## config.mk

```make
export PLATFORM = sky130hd
export DESIGN_NAME = sorted_list_insert_delete
export DESIGN_NICKNAME = d
export VERILOG_FILES = /design/src/rtl/core/slid_pkg.sv /design/src/rtl/core/slid_datapath.sv /design/src/rtl/core/slid_ctrl.sv /design/src/rtl/core/sorted_list_insert_delete.sv
export SDC_FILE = /design/constraint.sdc
export NUM_CORES = 2
export LEC_CHECK = 0
export BUFFER_PORTS_ARGS = -buffer_cell sky130_fd_sc_hd__buf_2
export CAP_MARGIN = 20
export CORE_ASPECT_RATIO = 1.1
export CORE_UTILIZATION = 65
export DETAILED_ROUTE_END_ITERATION = 7
export PLACE_DENSITY = 0.85
export SLEW_MARGIN = 20
export SYNTH_ARGS = -nofsm -noshare
export SYNTH_HDL_FRONTEND = slang
export SYNTH_SLANG_ARGS = --single-unit
```

## constraint.sdc

```tcl
create_clock -name clock -period 4.6 [get_ports clock]
set_input_delay 0 -clock clock [delete_from_list [all_inputs] [get_ports clock]]
set_output_delay 0 -clock clock [all_outputs]
set_load 0.01 [all_outputs]
```

## src/rtl/core/slid_pkg.sv

```systemverilog
// Shared types and constants for the sorted list insert/delete block.
// No dependencies; imported by slid_ctrl, slid_datapath and the top level.
`default_nettype none

package slid_pkg;

   localparam int DEF_CAPACITY = 16;
   localparam int VALUE_W      = 32;
   localparam int ENTRY_W      = 5;
   localparam int STATUS_W     = 2;

   typedef enum logic {
      OP_INSERT = 1'b0,
      OP_DELETE = 1'b1
   } op_type;

   typedef enum logic [STATUS_W-1:0] {
      ST_DONE      = 2'd0,
      ST_NOT_FOUND = 2'd1,
      ST_FULL      = 2'd2
   } status_type;

   typedef enum logic {
      S_IDLE   = 1'b0,
      S_UPDATE = 1'b1
   } state_type;

   // controller -> datapath
   typedef struct packed {
      logic capture;   // latch transaction and compare against all cells
      logic update;    // apply shift, count change and load response
   } cmd_type;

endpackage : slid_pkg

`default_nettype wire

```

## src/rtl/core/slid_datapath.sv

```systemverilog
// Datapath: row of sorted value cells with per-cell comparators, count and
// response payload registers. Depends on slid_pkg; driven by slid_ctrl commands.
`default_nettype none

module slid_datapath
   import slid_pkg::*;
#(
   parameter int CAPACITY = DEF_CAPACITY
) (
   input  logic                       clock,
   input  logic                       reset,
   input  cmd_type                    cmd,
   input  logic                       req_opcode,
   input  logic signed [VALUE_W-1:0]  req_value,
   output logic [STATUS_W-1:0]        rsp_status,
   output logic [ENTRY_W-1:0]         rsp_entry_count
);

   localparam int CNT_W = $clog2(CAPACITY + 1);

   logic signed [VALUE_W-1:0] entries_ff [CAPACITY];
   logic signed [VALUE_W-1:0] entries_in [CAPACITY];
   logic [CNT_W-1:0]          count_ff, count_in;
   logic [CAPACITY-1:0]       lt_ff, lt_in;
   logic [CAPACITY-1:0]       eq_ff, eq_in;
   op_type                    op_ff;
   logic signed [VALUE_W-1:0] value_ff;
   status_type                status_ff, status_in;
   logic                      full;
   logic                      found;
   logic                      do_ins;
   logic                      do_del;

   // compare phase: every occupied cell against the incoming value
   for (genvar k = 0; k < CAPACITY; k++) begin : g_cmp
      logic occ;
      assign occ      = CNT_W'(k) < count_ff;
      assign lt_in[k] = occ && (entries_ff[k] < req_value);
      assign eq_in[k] = occ && (entries_ff[k] == req_value);
   end

   assign full   = count_ff == CNT_W'(CAPACITY);
   // list is sorted, so any match means the first match sits right after the lt prefix
   assign found  = |eq_ff;
   assign do_ins = (op_ff == OP_INSERT) && !full;
   assign do_del = (op_ff == OP_DELETE) && found;

   // shift phase: cells below the lt prefix hold, the rest move one slot
   for (genvar k = 0; k < CAPACITY; k++) begin : g_cell
      always_comb begin
         entries_in[k] = entries_ff[k];
         if (!lt_ff[k]) begin
            if (do_ins) begin
               if (k == 0) begin
                  entries_in[k] = value_ff;
               end else if (lt_ff[(k > 0) ? k-1 : 0]) begin
                  entries_in[k] = value_ff;
               end else begin
                  entries_in[k] = entries_ff[(k > 0) ? k-1 : 0];
               end
            end else if (do_del && (k < CAPACITY - 1)) begin
               entries_in[k] = entries_ff[(k < CAPACITY - 1) ? k+1 : k];
            end
         end
      end
   end

   always_comb begin
      count_in  = count_ff;
      status_in = ST_DONE;
      unique case (op_ff)
         OP_INSERT: begin
            if (full) begin
               status_in = ST_FULL;
            end else begin
               count_in = count_ff + CNT_W'(1);
            end
         end
         OP_DELETE: begin
            if (found) begin
               count_in = count_ff - CNT_W'(1);
            end else begin
               status_in = ST_NOT_FOUND;
            end
         end
      endcase
   end

   always_ff @(posedge clock) begin
      if (cmd.capture) begin
         op_ff    <= op_type'(req_opcode);
         value_ff <= req_value;
         lt_ff    <= lt_in;
         eq_ff    <= eq_in;
      end
      if (cmd.update) begin
         entries_ff <= entries_in;
         status_ff  <= status_in;
      end
   end

   always_ff @(posedge clock) begin
      if (reset) begin
         count_ff <= '0;
      end else if (cmd.update) begin
         count_ff <= count_in;
      end
   end

   assign rsp_status      = STATUS_W'(status_ff);
   assign rsp_entry_count = ENTRY_W'(count_ff);

   a_count_bound: assert property (@(posedge clock) disable iff (reset)
      count_ff <= CNT_W'(CAPACITY))
      else $error("entry count above capacity");

   a_count_hold: assert property (@(posedge clock) disable iff (reset)
      !cmd.update |=> $stable(count_ff))
      else $error("count changed outside an update");

   a_full_refused: assert property (@(posedge clock) disable iff (reset)
      cmd.update && (op_ff == OP_INSERT) && full
      |=> $stable(count_ff) && (status_ff == ST_FULL))
      else $error("insert into full list not refused");

   a_lt_prefix: assert property (@(posedge clock) disable iff (reset)
      cmd.update |-> ((lt_ff & (lt_ff + CAPACITY'(1))) == '0))
      else $error("less-than flags not a prefix, list out of order");

endmodule : slid_datapath

`default_nettype wire

```

## src/rtl/core/slid_ctrl.sv

```systemverilog
// Controller: two-state sequencer for request acceptance, update and
// response handshake. Depends on slid_pkg; drives slid_datapath commands.
`default_nettype none

module slid_ctrl
   import slid_pkg::*;
(
   input  logic    clock,
   input  logic    reset,
   input  logic    req_valid,
   output logic    req_stall,
   output logic    rsp_valid,
   input  logic    rsp_stall,
   output cmd_type cmd
);

   state_type state_ff, state_in;
   logic      rsp_valid_ff, rsp_valid_in;

   always_ff @(posedge clock) begin
      if (reset) begin
         state_ff     <= S_IDLE;
         rsp_valid_ff <= 1'b0;
      end else begin
         state_ff     <= state_in;
         rsp_valid_ff <= rsp_valid_in;
      end
   end

   always_comb begin
      state_in    = state_ff;
      cmd         = '0;
      req_stall   = 1'b1;
      // response slot empties when taken
      rsp_valid_in = rsp_valid_ff && rsp_stall;
      unique case (state_ff)
         S_IDLE: begin
            req_stall   = 1'b0;
            cmd.capture = req_valid;
            if (req_valid) begin
               state_in = S_UPDATE;
            end
         end
         S_UPDATE: begin
            // only overwrite the response registers once the old one is gone
            if (!rsp_valid_ff || !rsp_stall) begin
               cmd.update   = 1'b1;
               rsp_valid_in = 1'b1;
               state_in     = S_IDLE;
            end
         end
      endcase
   end

   assign rsp_valid = rsp_valid_ff;

   a_no_overwrite: assert property (@(posedge clock) disable iff (reset)
      cmd.update |-> !(rsp_valid_ff && rsp_stall))
      else $error("pending response overwritten");

   a_capture_then_update: assert property (@(posedge clock) disable iff (reset)
      cmd.capture |=> (state_ff == S_UPDATE))
      else $error("captured transaction not followed by update state");

   a_update_gives_rsp: assert property (@(posedge clock) disable iff (reset)
      cmd.update |=> rsp_valid_ff)
      else $error("update did not raise response valid");

endmodule : slid_ctrl

`default_nettype wire

```

## src/rtl/core/sorted_list_insert_delete.sv

```systemverilog
// Sorted list insert/delete. The accept edge registers the compare of the value
// against all cells in parallel; the update edge that follows shifts the cells and
// loads the response. A new transaction is not taken until the previous one has
// been through its compare/shift sequence. A held response delays that update, so
// only one more transaction is taken while it waits.
// Synchronous reset empties the list and clears the handshake; cells keep data.
`default_nettype none

module sorted_list_insert_delete
   import slid_pkg::*;
#(
   parameter int CAPACITY = DEF_CAPACITY
) (
   input  logic                      clock,
   input  logic                      reset,
   input  logic                      req_valid,
   output logic                      req_stall,
   input  logic                      req_opcode,
   input  logic signed [VALUE_W-1:0] req_value,
   output logic                      rsp_valid,
   input  logic                      rsp_stall,
   output logic [STATUS_W-1:0]       rsp_status,
   output logic [ENTRY_W-1:0]        rsp_entry_count
);

   cmd_type cmd;

   slid_ctrl u_ctrl (
      .clock     (clock),
      .reset     (reset),
      .req_valid (req_valid),
      .req_stall (req_stall),
      .rsp_valid (rsp_valid),
      .rsp_stall (rsp_stall),
      .cmd       (cmd)
   );

   slid_datapath #(
      .CAPACITY (CAPACITY)
   ) u_datapath (
      .clock           (clock),
      .reset           (reset),
      .cmd             (cmd),
      .req_opcode      (req_opcode),
      .req_value       (req_value),
      .rsp_status      (rsp_status),
      .rsp_entry_count (rsp_entry_count)
   );

endmodule : sorted_list_insert_delete

`default_nettype wire

```

==> reports/metrics.yaml <==
run_status: "finished, final reports clean"
setup_tns_ns: 0
synthCells: 3737
post-synth-top-count-cell: "a21oi_1"
post-place-ws_ns: 1.67
cts_buffer_depth: 3
p_leak_nw: 17.4
rsz0062_at_grt: "false"
worstReg2RegStart: "u_datapath.rsp_entry_count[1]"
min_from: "req_value[11]"
setup_viol: 0
startpoint_type: "flip-flop"
skew_ns: 0.0242
maxSlewViolCount: 0
ys_seq_area_share_pct: 44.4
hold_ws_ns: 0.117
row_count: 94
relSlewSlack_pct: 31.2
worst_slack_ns: 1.57
ys_types: 65
drive_above_1_share_pct: 6.73
hold_path_class: "input port to flip-flop"
max-vdd-ir-drop_v: 0.000295
p_clk_share_pct: 36.0
seqCellArea_um2: 17500
firstDrtPassIters: 6
crit_required_ns: 4.82
pwr-share-comb_pct: 17.9
wl_per_cell_um: 22.5
num_vias: 30100
core_area_um2: 60000
initial_core_util_pct: 65.8
end_kind: "flip-flop"
arrival_ns: 3.24
areaGrowthSynthToFinish_pct: 8.57
min_period_ns: 3.03
synth_top_area_share_pct: 44.0
fillerInstances: 4213
grt_pass1_vias: 29100
cp_top_family: "simple AND/OR/NAND/NOR gates"
hold_buffers: 36
cts_tree: "yes"
critPathSlowestCell: "nor2_4"
gp_congestion: 0.920
timing.fmax_mhz: 330
synthFlopType: "edfxtp_1"
total_power_mw: 14.7
syn-cell-area_um2: 39500
die_x_um: 237
hold_path_depth: 2
syn_avg_cell_area_um2: 10.6
boundaryPins: 46
r2r_setup_slack_ns: 1.57
wirelength_um: 102000
synth_edf_count: 579
finalHoldViolCount: 0
io_buffers: 45
antenna_found_initial: 0
post-route-util_pct: 71.5
diodes: 0
grt_first_pass_wirelength_um: 159000
grt_overflow: 0
period_share_pct: 65.8
slowest_delay_ns: 0.83
clkLatencyLatePin_ns: 0.62
reg2reg_depth: 7
fin_area_um2: 42900
yosys_warnings: 0
cts_made_buffers: 67
path_class: "flip-flop to flip-flop"
power-per-cell-area_nw_per_um2: 343
sw_frac_of_total_pct: 28.5
path_max_fanout: 32
route.detailed.drc: 0
post_cts_buffers: 0
cts.sinks: 586
synth-seq-cells: 586
clkTransAtPathRegs_ns: 0.06
dpl.hpwl_um: 74800
die_h_um: 260
path_cells: "inv_1 > ha_1 > nor3b_2 > nand3b_1 > o211ai_1 > buf_4 > nor2_4"
seqPwrFrac_pct: 46.1
cp.depth: 7
worstMarginPinSlew_ns: 1.03
holdPathEnd: "u_datapath.value_ff[11]"
final_cells: 4544
drv_cap: 0
track_usage_pct: 33.0
final_nets: 4284
drt-initial-drc-count: 3327
synth_fp_nets: 4289
ant_nets: 0
die_area_um2: 61700
yosysTopAreaCell: "edfxtp_1"
placed_area_um2: 40400
power_switching_mw: 4.19
critPathBufInv: 2
grt_max_degree: 167
htreeDepth: 3
r2r_end: "u_datapath.entries_ff[510]"
internal_power_mw: 10.5
clock_tree.root_cell: "clkbuf_16"
viasPerCell: 6.62
synth_area_leaders: "edfxtp_1 (44%), ha_1 (16%), mux2i_1 (12%), a21oi_1 (8.1%), nor2_1 (4.9%)"
synthTopCellsByCount: "a21oi_1 (639), edfxtp_1 (579), nor2_1 (517), ha_1 (515), mux2i_1 (455)"
dp_cells: 4395
async_flop_share_pct: 0
cts_resized: 0
multi_input_area_um2: 20900
==> logic make-up after synthesis <==
logic type,Yosys count,synth area share (%)
adders and majority gates,515,16.3
buffers and inverters,273,2.98
DFF,586,44.4
muxes,491,12.6
xor gates and xnor gates,3,0.0666
and+or+nand+nor,1002,11.4
AOI/OAI and AO/OA,867,12.3
==> cell usage in the layout (no fill, tap or decap), types with 6 or more instances in the layout <==
cell type | synthesis | layout
a21oi_1 | 639 | 638
edfxtp_1 | 579 | 579
ha_1 | 515 | 515
nor2_1 | 517 | 502
mux2i_1 | 455 | 455
nand2_1 | 217 | 217
nand4_1 | 77 | 77
clkbuf_16 | 0 | 73
inv_1 | 64 | 64
o21ai_0 | 64 | 64
a21o_1 | 46 | 46
buf_2 | 111 | 45
buf_4 | 3 | 44
dlygate4sd3_1 | 0 | 36
and4_1 | 35 | 35
nand3_1 | 33 | 33
nor2b_1 | 33 | 32
mux2_2 | 31 | 31
nor4_1 | 24 | 24
a221oi_1 | 23 | 23
nor3_1 | 24 | 23
o211ai_1 | 16 | 16
nor2_4 | 0 | 15
clkbuf_1 | 94 | 14
clkinv_1 | 0 | 14
or3_1 | 11 | 11
o21a_1 | 11 | 11
buf_12 | 0 | 10
and3_1 | 9 | 9
clkinv_2 | 0 | 7
dfxtp_1 | 7 | 7
a221o_1 | 6 | 6
a2111oi_0 | 6 | 6
==> registers in the layout, summed over array words and instances (netlist names) <==
register                    cells
u_ctrl.rsp_valid                1
u_datapath.rsp_entry_count      5
u_datapath.value_ff            32
u_datapath.entries_ff         512
u_datapath.lt_ff               16
u_datapath.rsp_status           2
u_datapath.eq_ff               16
u_ctrl.state_ff                 1
u_datapath.op_ff                1
==> worst reg2reg max path, stage by stage (launching register included) <==
cell and delay, ns:
dfxtp_1 0.60, inv_1 0.18, ha_1 0.24, nor3b_2 0.19, nand3b_1 0.15, o211ai_1 0.09, buf_4 0.29, nor2_4 0.87
==> worst max-delay path by stage <==
stage	from	to	slack (ns)
2_1_floorplan	u_datapath.rsp_entry_count[1]	u_datapath.entries_ff[0]	0.63
3_3_place_gp	u_datapath.rsp_entry_count[1]	u_datapath.entries_ff[507]	1.74
3_5_place_dp	u_datapath.rsp_entry_count[1]	u_datapath.entries_ff[491]	1.67
4_1_cts	u_datapath.rsp_entry_count[1]	u_datapath.entries_ff[510]	1.61
5_1_grt	u_datapath.rsp_entry_count[1]	u_datapath.entries_ff[298]	1.47
6_report	u_datapath.rsp_entry_count[1]	u_datapath.entries_ff[510]	1.57
==> routing by layer <==
| layer | part of all wire (%) | track usage [%] | routed length (um) | vias up |
|---|---|---|---|---|
| met1 | 41 | 44.2 | 41800 | 14200 |
| met3 | 8.4 | 3.95 | 8640 | 286 |
| met2 | 46 | 52.7 | 46700 | 1550 |
| li1 | - | - | - | 14100 |
| met5 | 0 | 0 | 0 | - |
| met4 | 5.1 | 18.0 | 5260 | 0 |
==> power groups by stage <==
stage	registers (mW)	logic, mW	clock network (mW)
floorplan	6.63	2.00	0
global placement	6.84	2.41	0
detailed placement	6.85	2.54	0
CTS	6.75	2.60	5.30
global route	6.80	2.92	5.47
finish	6.77	2.63	5.29
==> area by class of cell <==
| class | instances | area share (%) |
|---|---|---|
| multi-input combinational | 2878 | 48.8 |
| sequential | 586 | 40.9 |
| clock buffer | 88 | 4.42 |
| timing repair buffer | 135 | 2.60 |
| tap | 768 | 2.24 |
| inverter | 64 | 0.560 |
| clock inverter | 25 | 0.485 |
Power figures use the tool's default switching activity.
